### src/hdl/assert_macros.svh
// ----------------------------------------------------------------------------
// Assertion macros
// Shared concurrent assertion wrappers for the rotator RTL.
// ----------------------------------------------------------------------------
`ifndef ASSERT_MACROS_SVH
`define ASSERT_MACROS_SVH

// Check a property at every clock edge outside reset.
`define ASSERT_ALWAYS(label, clk, rst, prop, msg) \
   label: assert property (@(posedge clk) disable iff (rst) (prop)) else $error(msg);

// Check that an antecedent is followed by a consequent in the next cycle.
`define ASSERT_NEXT(label, clk, rst, ante, cons, msg) \
   label: assert property (@(posedge clk) disable iff (rst) (ante) |=> (cons)) else $error(msg);

`endif

### src/hdl/evr_pkg.sv
// ----------------------------------------------------------------------------
// evr_pkg
// Widths, constants and helper functions of the Euler vertex rotator.
// ----------------------------------------------------------------------------
package evr_pkg;

   // Vertex and coefficient formats
   localparam int COORD_WIDTH    = 32;
   localparam int COEF_FRAC_BITS = 16;
   localparam int COEF_WIDTH     = COEF_FRAC_BITS + 2;
   localparam int DATA_WIDTH     = ((3 * COORD_WIDTH + 7) / 8) * 8;

   // Configuration port
   localparam int ANGLE_WIDTH = 16;
   localparam int CSR_ADDR_W  = 2;
   localparam logic [CSR_ADDR_W-1:0] CSR_PITCH = 2'd0;
   localparam logic [CSR_ADDR_W-1:0] CSR_YAW   = 2'd1;
   localparam logic [CSR_ADDR_W-1:0] CSR_ROLL  = 2'd2;

   // Trig and CORDIC formats
   localparam int TRIG_FRAC    = 30;
   localparam int TRIG_WIDTH   = 32;
   localparam int CORDIC_XW    = 34;
   localparam int CORDIC_ZW    = 32;
   localparam int CORDIC_STEPS = 20;
   localparam int STEP_W       = 5;
   localparam int ANGLE_SHIFT  = 14;
   localparam int RED_W        = 18;
   localparam int T_W          = 13;
   localparam int FULL_TURN    = 23040;
   localparam int QUARTER_TURN = 5760;
   localparam int CORDIC_START = 652032874;

   typedef logic signed [COEF_WIDTH-1:0]  coef_type;
   typedef logic signed [TRIG_WIDTH-1:0]  trig_type;
   typedef logic signed [COORD_WIDTH-1:0] coord_type;

   // Arctangent of 2^-i in units of 2^-20 degree
   function automatic logic signed [CORDIC_ZW-1:0] atan_unit(input logic [STEP_W-1:0] i);
      logic signed [CORDIC_ZW-1:0] a;
      case (i)
         5'd0:    a = 32'sd47185920;
         5'd1:    a = 32'sd27855475;
         5'd2:    a = 32'sd14718068;
         5'd3:    a = 32'sd7471121;
         5'd4:    a = 32'sd3750058;
         5'd5:    a = 32'sd1876857;
         5'd6:    a = 32'sd938658;
         5'd7:    a = 32'sd469357;
         5'd8:    a = 32'sd234682;
         5'd9:    a = 32'sd117342;
         5'd10:   a = 32'sd58671;
         5'd11:   a = 32'sd29335;
         5'd12:   a = 32'sd14668;
         5'd13:   a = 32'sd7334;
         5'd14:   a = 32'sd3667;
         5'd15:   a = 32'sd1833;
         5'd16:   a = 32'sd917;
         5'd17:   a = 32'sd458;
         5'd18:   a = 32'sd229;
         5'd19:   a = 32'sd115;
         default: a = '0;
      endcase
      return a;
   endfunction

endpackage

### src/hdl/evr_coef.sv
// ----------------------------------------------------------------------------
// evr_coef
// Angle registers and rotation matrix builder: CORDIC per angle, one shared
// multiplier for the trig products, then rounding into the coefficient file.
// ----------------------------------------------------------------------------
module evr_coef import evr_pkg::*; (
   input  logic                   clock,
   input  logic                   reset,
   input  logic                   csr_we,
   input  logic [CSR_ADDR_W-1:0]  csr_addr,
   input  logic [ANGLE_WIDTH-1:0] csr_wdata,
   output coef_type               coef [9],
   output logic                   busy
);

   typedef enum logic [2:0] {
      ST_IDLE, ST_SETUP, ST_ROTATE, ST_FINISH, ST_MULT, ST_STORE
   } state_type;

   localparam int MULW = 2 * TRIG_WIDTH;
   localparam int SUMW = TRIG_WIDTH + 2;
   localparam int CSHIFT = TRIG_FRAC - COEF_FRAC_BITS;
   localparam logic signed [MULW-1:0] MUL_HALF = MULW'(1) << (TRIG_FRAC - 1);
   localparam logic signed [SUMW-1:0] CHALF = SUMW'((64'sd1 <<< CSHIFT) >>> 1);
   localparam logic signed [SUMW-1:0] CMAX = SUMW'((64'sd1 <<< (COEF_FRAC_BITS + 1)) - 1);
   localparam logic signed [SUMW-1:0] CMIN = -CMAX - SUMW'(1);
   localparam logic signed [RED_W-1:0] FT = RED_W'(FULL_TURN);
   localparam logic signed [RED_W-1:0] QT = RED_W'(QUARTER_TURN);

   state_type state_ff;
   logic [ANGLE_WIDTH-1:0] pitch_ff, yaw_ff, roll_ff;
   logic [1:0] sel_ff;
   logic [STEP_W-1:0] step_ff;
   logic [3:0] k_ff;
   logic [1:0] quad_ff;
   logic signed [CORDIC_XW-1:0] x_ff, y_ff;
   logic signed [CORDIC_ZW-1:0] z_ff;
   trig_type trig_ff [6];
   trig_type prod_ff [14];
   logic signed [MULW-1:0] mul_ff, mul_in;
   logic [3:0] mul_idx_ff;
   logic mul_vld_ff;
   coef_type coef_ff [9];

   logic [ANGLE_WIDTH-1:0] ang;
   logic signed [RED_W-1:0] v, r, t_full;
   logic [1:0] q;
   logic [T_W-1:0] t;
   logic [CORDIC_ZW-1:0] zt;
   trig_type c_val, s_val, a_op, b_op;
   logic signed [SUMW-1:0] sum, rnd;
   coef_type coef_in;

   // Reduce the selected angle to one turn and split off the quadrant
   always_comb begin
      case (sel_ff)
         2'd0:    ang = pitch_ff;
         2'd1:    ang = yaw_ff;
         default: ang = roll_ff;
      endcase
      v = {{(RED_W - ANGLE_WIDTH){ang[ANGLE_WIDTH-1]}}, ang};
      if (v < -FT) begin
         r = v + FT + FT;
      end else if (v < 0) begin
         r = v + FT;
      end else if (v >= FT) begin
         r = v - FT;
      end else begin
         r = v;
      end
      if (r >= QT + QT + QT) begin
         q = 2'd3;
         t_full = r - QT - QT - QT;
      end else if (r >= QT + QT) begin
         q = 2'd2;
         t_full = r - QT - QT;
      end else if (r >= QT) begin
         q = 2'd1;
         t_full = r - QT;
      end else begin
         q = 2'd0;
         t_full = r;
      end
      t  = t_full[T_W-1:0];
      zt = CORDIC_ZW'(t) << ANGLE_SHIFT;
   end

   // Map the first-quadrant result back to the full circle
   always_comb begin
      case (quad_ff)
         2'd0: begin
            c_val = TRIG_WIDTH'(x_ff);
            s_val = TRIG_WIDTH'(y_ff);
         end
         2'd1: begin
            c_val = TRIG_WIDTH'(-y_ff);
            s_val = TRIG_WIDTH'(x_ff);
         end
         2'd2: begin
            c_val = TRIG_WIDTH'(-x_ff);
            s_val = TRIG_WIDTH'(-y_ff);
         end
         default: begin
            c_val = TRIG_WIDTH'(y_ff);
            s_val = TRIG_WIDTH'(-x_ff);
         end
      endcase
   end

   // Operand select for the shared multiplier (cp sp cy sy cr sr = 0..5)
   always_comb begin
      case (step_ff)
         5'd0:    begin a_op = trig_ff[3]; b_op = trig_ff[1]; end
         5'd1:    begin a_op = trig_ff[2]; b_op = trig_ff[1]; end
         5'd2:    begin a_op = trig_ff[2]; b_op = trig_ff[4]; end
         5'd3:    begin a_op = trig_ff[2]; b_op = trig_ff[5]; end
         5'd4:    begin a_op = trig_ff[3]; b_op = trig_ff[0]; end
         5'd5:    begin a_op = trig_ff[0]; b_op = trig_ff[5]; end
         5'd6:    begin a_op = trig_ff[0]; b_op = trig_ff[4]; end
         5'd7:    begin a_op = trig_ff[3]; b_op = trig_ff[4]; end
         5'd8:    begin a_op = trig_ff[3]; b_op = trig_ff[5]; end
         5'd9:    begin a_op = trig_ff[2]; b_op = trig_ff[0]; end
         5'd10:   begin a_op = prod_ff[0]; b_op = trig_ff[5]; end
         5'd11:   begin a_op = prod_ff[0]; b_op = trig_ff[4]; end
         5'd12:   begin a_op = prod_ff[1]; b_op = trig_ff[5]; end
         default: begin a_op = prod_ff[1]; b_op = trig_ff[4]; end
      endcase
      mul_in = a_op * b_op;
   end

   // Combine products into one coefficient, round and clamp
   always_comb begin
      case (k_ff)
         4'd0:    sum = SUMW'(prod_ff[2]) + SUMW'(prod_ff[10]);
         4'd1:    sum = SUMW'(prod_ff[11]) - SUMW'(prod_ff[3]);
         4'd2:    sum = SUMW'(prod_ff[4]);
         4'd3:    sum = SUMW'(prod_ff[5]);
         4'd4:    sum = SUMW'(prod_ff[6]);
         4'd5:    sum = -SUMW'(trig_ff[1]);
         4'd6:    sum = SUMW'(prod_ff[12]) - SUMW'(prod_ff[7]);
         4'd7:    sum = SUMW'(prod_ff[8]) + SUMW'(prod_ff[13]);
         default: sum = SUMW'(prod_ff[9]);
      endcase
      rnd = (sum + CHALF) >>> CSHIFT;
      if (rnd > CMAX) begin
         coef_in = COEF_WIDTH'(CMAX);
      end else if (rnd < CMIN) begin
         coef_in = COEF_WIDTH'(CMIN);
      end else begin
         coef_in = COEF_WIDTH'(rnd);
      end
   end

   // Sequencer, CORDIC datapath and coefficient file
   always_ff @(posedge clock) begin
      if (reset) begin
         state_ff   <= ST_IDLE;
         pitch_ff   <= '0;
         yaw_ff     <= '0;
         roll_ff    <= '0;
         sel_ff     <= '0;
         step_ff    <= '0;
         k_ff       <= '0;
         mul_vld_ff <= 1'b0;
         for (int i = 0; i < 9; i++) begin
            coef_ff[i] <= (i % 4 == 0) ? coef_type'(1 << COEF_FRAC_BITS) : '0;
         end
      end else begin
         mul_vld_ff <= 1'b0;
         if (mul_vld_ff) begin
            prod_ff[mul_idx_ff] <= TRIG_WIDTH'((mul_ff + MUL_HALF) >>> TRIG_FRAC);
         end
         case (state_ff)
            ST_IDLE: begin
               if (csr_we) begin
                  case (csr_addr)
                     CSR_PITCH: begin pitch_ff <= csr_wdata; state_ff <= ST_SETUP; end
                     CSR_YAW:   begin yaw_ff <= csr_wdata;   state_ff <= ST_SETUP; end
                     CSR_ROLL:  begin roll_ff <= csr_wdata;  state_ff <= ST_SETUP; end
                     default:   ;
                  endcase
                  sel_ff <= '0;
               end
            end
            ST_SETUP: begin
               quad_ff <= q;
               step_ff <= '0;
               if (t == '0) begin
                  x_ff     <= CORDIC_XW'(64'sd1 <<< TRIG_FRAC);
                  y_ff     <= '0;
                  state_ff <= ST_FINISH;
               end else begin
                  x_ff     <= CORDIC_XW'(CORDIC_START);
                  y_ff     <= '0;
                  z_ff     <= signed'(zt);
                  state_ff <= ST_ROTATE;
               end
            end
            ST_ROTATE: begin
               if (!z_ff[CORDIC_ZW-1]) begin
                  x_ff <= x_ff - (y_ff >>> step_ff);
                  y_ff <= y_ff + (x_ff >>> step_ff);
                  z_ff <= z_ff - atan_unit(step_ff);
               end else begin
                  x_ff <= x_ff + (y_ff >>> step_ff);
                  y_ff <= y_ff - (x_ff >>> step_ff);
                  z_ff <= z_ff + atan_unit(step_ff);
               end
               step_ff <= step_ff + 1'b1;
               if (step_ff == STEP_W'(CORDIC_STEPS - 1)) begin
                  state_ff <= ST_FINISH;
               end
            end
            ST_FINISH: begin
               trig_ff[{sel_ff, 1'b0}] <= c_val;
               trig_ff[{sel_ff, 1'b1}] <= s_val;
               step_ff <= '0;
               if (sel_ff == 2'd2) begin
                  state_ff <= ST_MULT;
               end else begin
                  sel_ff   <= sel_ff + 1'b1;
                  state_ff <= ST_SETUP;
               end
            end
            ST_MULT: begin
               mul_ff     <= mul_in;
               mul_idx_ff <= step_ff[3:0];
               mul_vld_ff <= 1'b1;
               step_ff    <= step_ff + 1'b1;
               if (step_ff == 5'd13) begin
                  k_ff     <= '0;
                  state_ff <= ST_STORE;
               end
            end
            ST_STORE: begin
               coef_ff[k_ff] <= coef_in;
               k_ff <= k_ff + 1'b1;
               if (k_ff == 4'd8) begin
                  state_ff <= ST_IDLE;
               end
            end
            default: state_ff <= ST_IDLE;
         endcase
      end
   end

   assign busy = (state_ff != ST_IDLE);
   assign coef = coef_ff;

endmodule

### config.mk
export PLATFORM = sky130hd
export DESIGN_NAME = evr_coef
export DESIGN_NICKNAME = d
export VERILOG_FILES = /design/src/hdl/assert_macros.svh /design/src/hdl/evr_pkg.sv /design/src/hdl/evr_coef.sv
export SDC_FILE = /design/constraint.sdc
export NUM_CORES = 2
export LEC_CHECK = 0
export BUFFER_PORTS_ARGS = -buffer_cell sky130_fd_sc_hd__clkbuf_2
export CORE_ASPECT_RATIO = 1.2
export CORE_MARGIN = 5
export CORE_UTILIZATION = 40
export DETAILED_ROUTE_END_ITERATION = 10
export HOLD_SLACK_MARGIN = 0.02
export PLACE_DENSITY_LB_ADDON = 0.12
export SYNTH_ARGS = -nofsm -noshare
export SYNTH_HDL_FRONTEND = slang
export SYNTH_SLANG_ARGS = --single-unit
### constraint.sdc
create_clock -name clock -period 17.77 [get_ports clock]
set_clock_uncertainty 0.15 [all_clocks]
set_input_delay 5.331 -clock clock [delete_from_list [all_inputs] [get_ports clock]]
set_output_delay 5.331 -clock clock [all_outputs]
set_load 0.01 [all_outputs]
* Word-level counts from Yosys, hierarchy flattened *
Memories as Yosys holds them, arrays and structs flattened. A register that Yosys moved wholly into a read port is not among the register bits.
Index checks and enable logic that the tools add are counted.

word-level totals
  bits in read-only memories = 1,664
  memories = 4
  bits in registers = 393
  RAM bits = 640
  output and inout bits = 163
  input port bits = 21
  logic and storage cells = 199

memory list
  memory           depth  bits a word  rd ports  clocked after memory_dff  write ports  line            source
  (no name shown)  32     26           1         1                         0            evr_pkg.sv:41   case (i)
  (no name shown)  32     26           1         1                         0            evr_pkg.sv:41
  prod_ff          14     32           14        0                         1            evr_coef.sv:39  trig_type prod_ff [14];
  trig_ff          6      32           6         0                         2            evr_coef.sv:38  trig_type trig_ff [6];

operators by class
  shift-type cells = 2
  reduce and logical (&&, ||, !) cells = 34
  $mul = 1
  equal/unequal tests = 40
  add/subtract/negate cells = 24
  magnitude comparators = 10
  bitwise gates (word level) = 2
  mux-type cells = 58

operators with widths
  kind                    number
  $pmux 32 s3             3
  $pmux 34 s8             1
  $mux 32                 8
  $bwmux 162              1
  $pmux 34 s2             2
  $pmux 32 s4             1
  $mux 18                 6
  $demux 18 s4            1
  $add 34x34->34          2
  $mux 34                 2
  $sshr 34x5->34          2
  $sub 34x34->34          2
  $add 32x32->33          2
  $sub 32x32->33          2
  $neg 32->32             2
  $pmux 32 s2             1
  $add 62x31->62 const B  1
  $mul 32x32->62          1
  $mux 13                 3
  $sub 13x13->13 const B  3
  $add 34x15->34 const B  1
  $neg 32->34             1
  $add 32x32->32          1
  $pmux 16 s2             1
  other kinds (59)        121

* Logic depth before layout (Yosys ltp) *
  word-level depth = 13
  gate-level depth with buffers = 47

* Worst setup path before layout *
No wires, ideal clock.

  path type = input to register
  start = input port reset
  end = register z_ff[0] (enable)
  stages on the path = 4
  setup slack = 5,403 ps
  data required time = 17,225 ps
  arrival = 11,822 ps
  buffers on the path = 2
  cell sequence = clkbuf_1 clkbuf_1 nor3_1 o41a_1

between the ends
  word-level cells in the longest chain between the ends = 2

ends and longest elaborated chain
  item                        line             source
  start: declaration          evr_coef.sv:8    input logic reset,
  $not 1->1 (no line)         --
  $reduce_and 3->1 (no line)  --
  end signal: assignment      evr_coef.sv:195  z_ff <= signed'(zt);
  end signal: assignment      evr_coef.sv:203  z_ff <= z_ff - atan_unit(step_ff);
  end signal: assignment      evr_coef.sv:207  z_ff <= z_ff + atan_unit(step_ff);
  end: declaration            evr_coef.sv:37   logic signed [CORDIC_ZW-1:0] z_ff;

No other way between the ends.
A chain may end at the register's enable or synchronous reset.

* Final worst setup path *
  start = register step_ff[1]
  end = register mul_ff[58], data pin

between the ends
  word-level cells in the longest chain between the ends = 4
  elaborated cells on any way between the ends = 23
  classes of those cells = 1 x mul; 12 x eq/ne; 2 x mux; 8 x reduce/logical

ends and longest elaborated chain
  item                                                     line             source
  start: declaration                                       evr_coef.sv:33   logic [STEP_W-1:0] step_ff;
  start signal: assignment                                 evr_coef.sv:209  step_ff <= step_ff + 1'b1;
  start signal: assignment                                 evr_coef.sv:229  step_ff <= step_ff + 1'b1;
  $eq 5x4->1, or another cell as far along                 evr_coef.sv:112  case (step_ff)
  $reduce_or 4->1 (no line), or another cell as far along  --
  $pmux 32 s4 or $pmux 32 s3 (tied branches)               evr_coef.sv:112
  $mul 32x32->62 *                                         evr_coef.sv:128  mul_in = a_op * b_op;
  via mul_in[58]                                           evr_coef.sv:40   logic signed [MULW-1:0] mul_ff, mul_in;
  end signal: assignment                                   evr_coef.sv:226  mul_ff <= mul_in;
  end: declaration                                         evr_coef.sv:40

Mark *: on every way through the listed nets, which the timed path passes. The rest lies on a longest branch.

==> impl_metrics.py <==
metrics = {
    "timing": {
        "hold_viol_final": 0,
        "tightest_slew_ns": 1.391,
        "slew_viol_final": 0,
        "setup_tns_ns": 0,
        "layout_setup_ws_ns": 3.938,
        "min_period_over_period": 0.7784,
        "slew_headroom": 0.06951,
        "setup-violations-final": 0,
        "min_period_ns": 13.83,
        "clock.fmax_mhz": 72.30,
        "rsz0062_at_grt": "no",
    },
    "synthesis": {
        "yosysWarnings": 0,
        "yosys.area_share.simple": 0.1339,
        "synth_most_common_cell": "inv_1",
        "synth_top_cell_area_share": 0.2404,
        "synth_area_sq_um": 90810,
        "ys_seq_area_frac": 0.2957,
        "synth_common_cells": "1123 x inv_1, 1064 x fa_1, 1018 x nor2_1",
        "avgSynthCellArea_sq_um": 9.726,
        "synth-compound-area-share": 0.1343,
        "synth_top_family_by_area": "adder cells",
        "synthMuxAreaShare": 0.04037,
        "async_reset_ff_frac": 0,
        "synth_ff_type": "edfxtp_1",
        "synth_xor_area_frac": 0.03202,
        "synth_area_leaders": "edfxtp_1 24%, fa_1 23%, ha_1 6.0%, dfxtp_1 5.5%, inv_1 4.6%",
        "synth-adder-area-share": 0.2949,
        "ys_ff_latch": 978,
        "synthCells": 9336,
        "synth-edff-count": 727,
        "synth_cell_types": 103,
        "synthesis.nets": 10859,
        "synth.largest_area_cell": "edfxtp_1",
    },
    "detailed_routing": {
        "antenna_left": 0,
        "viasPerCell": 5.742,
        "wl_per_cell_microns": 25.91,
        "drt-total-wl_microns": 320700,
        "firstDrtPassIters": 10,
        "route.detailed.drc": 0,
        "dr.first_iter.drc_count": 5910,
        "num_vias": 71071,
    },
    "cts": {
        "insertion_delay_ns": 0.80,
        "post_cts_buffers": 0,
        "clock-sinks": 978,
        "cts_buffers": 109,
        "cts_hold_buf": 0,
        "cts-root-buf": "clkbuf_16",
        "cts_tree": "yes",
        "clock_path_buffers": 3,
        "htree_levels": 3,
        "post_cts_resized": 0,
        "clk_pin_slew_worst_paths_ns": 0.06,
    },
    "setup_path": {
        "critPathSlowestCell": "a31oi_2",
        "required_ns": 18.10,
        "crit_buf_inv": 7,
        "cp_top_family": "adder cells",
        "cp.arrival_ns": 14.16,
        "crit_fanout": 67,
        "max_stage_delay_ns": 1.08,
        "start_kind": "register",
        "critPathKind": "reg -> reg",
        "endpoint_kind": "register",
        "cpMostUsedCell": "fa_1",
    },
    "final_layout": {
        "nNetsFinal": 10812,
        "postLayoutCellArea_sq_um": 99130,
        "drive_above_1_share": 0.09730,
        "final_util": 0.4389,
        "area_growth_pct": 9.166,
    },
    "global_route": {
        "grt_pass1_vias": 72149,
        "grt_overflow": 0,
        "grt_first_pass_wirelength_microns": 475400,
        "grt_use_total": 0.2667,
        "grt_max_degree": 170,
        "antenna_found_initial": 23,
    },
    "floorplan": {
        "io_pins": 184,
        "floorplan.initialDensity": 0.4021,
        "dieArea_sq_um": 236700,
        "die_w_microns": 444.9,
        "core_area_sq_um": 225800,
        "die_height_microns": 531.9,
        "num_rows": 191,
    },
    "placement": {
        "place_area_sq_um": 95450,
        "hpwl_microns": 246000,
        "pre_cts_ws_ns": 4.110,
        "gp_congestion": 0.9236,
        "portBuffers": 183,
    },
    "run_status": {
        "status": "finished clean",
    },
    "flow_run": {
        "max-cap-violations": 0,
    },
    "min_path": {
        "hold_class": "reg -> reg",
    },
}
layout make-up:
| class | count | area (sq um) |
|---|---|---|
| clock buffers | 151 | 3098 |
| well taps | 2991 | 3742 |
| fillers | 21877 | 126700 |
| inverters | 1131 | 4248 |
| repair buffers | 363 | 2282 |
| diodes | 3 | 7.507 |
| clock inverters | 54 | 578.1 |
| multi-input cells | 6706 | 58310 |
| flip-flops and latches | 978 | 26870 |
state kept, by name, summed over array words and instances, names as in the netlist, 16 cells and up, named ones only:
signal,flops
x_ff,34
y_ff,34
trig_ff,192
prod_ff,396
z_ff,32
coef,162
mul_ff,33
roll_ff,16
pitch_ff,16
yaw_ff,16
routing by layer:
layer / track usage / up-vias / part of all wire
li1: - / 31611 / -
met1: 0.3343 / 36341 / 0.39
met2: 0.4670 / 2516 / 0.50
met3: 0.03086 / 601 / 0.057
met4: 0.1108 / 2 / 0.049
met5: 0 / - / 0.000028
cell families (layout without fill, tap and decap cells):
logic type,Yosys count,in the layout
buffers and inverters,1652,1699
xor gates and xnor gates,328,328
muxes,229,229
other,0,3
AOI/OAI and AO/OA,1895,1895
and+or+nand+nor,2752,2752
DFF,978,978
adders and majority gates,1502,1502
layout by cell type, fill, tap and decap left out, drive strengths merged, types with 38 or more instances in the layout:
master	count
a211oi	42
a21o	117
a21oi	637
a222oi	58
a31o	42
a31oi	103
and2	63
and3	74
buf	181
clkbuf	333
clkinv	41
dfxtp	251
edfxtp	727
fa	1064
ha	438
inv	1133
mux2	48
mux2i	76
mux4	105
nand2	969
nand2b	75
nand3	110
nand4	38
nor2	1019
nor2b	43
nor3	146
nor4	47
o21a	94
o21ai	420
or3	49
xnor2	194
xor2	132
tightest hold or removal path: stages (launching register included):
cell and delay (ns):
dfxtp_1 0.30, nand2_1 0.05, a21oi_1 0.05
final timing paths:
check	startpoint	endpoint	slack, ns	cells after the start
worst min-delay path	pitch_ff[0]	pitch_ff[0]	0.30	2
worst max-delay path	step_ff[1]	mul_ff[58]	3.94	35
worst max register to register	step_ff[1]	mul_ff[58]	3.94	35
worst min register to register	pitch_ff[0]	pitch_ff[0]	0.30	2
metrics by stage:
| stage | std cells | hold slack [ns] |
|---|---|---|
| 6_report | 12377 | 0.3040 |
| 3_3_place_gp | 12169 | 0.2920 |
| 5_1_grt | 12374 | 0.3242 |
| 2_1_floorplan | 9336 | 0.2815 |
| 4_1_cts | 12374 | 0.3064 |
| 3_5_place_dp | 12169 | 0.2985 |
Power is not shown: default switching activity piles up to over one toggle a cycle in this logic, so the estimate is an artifact.
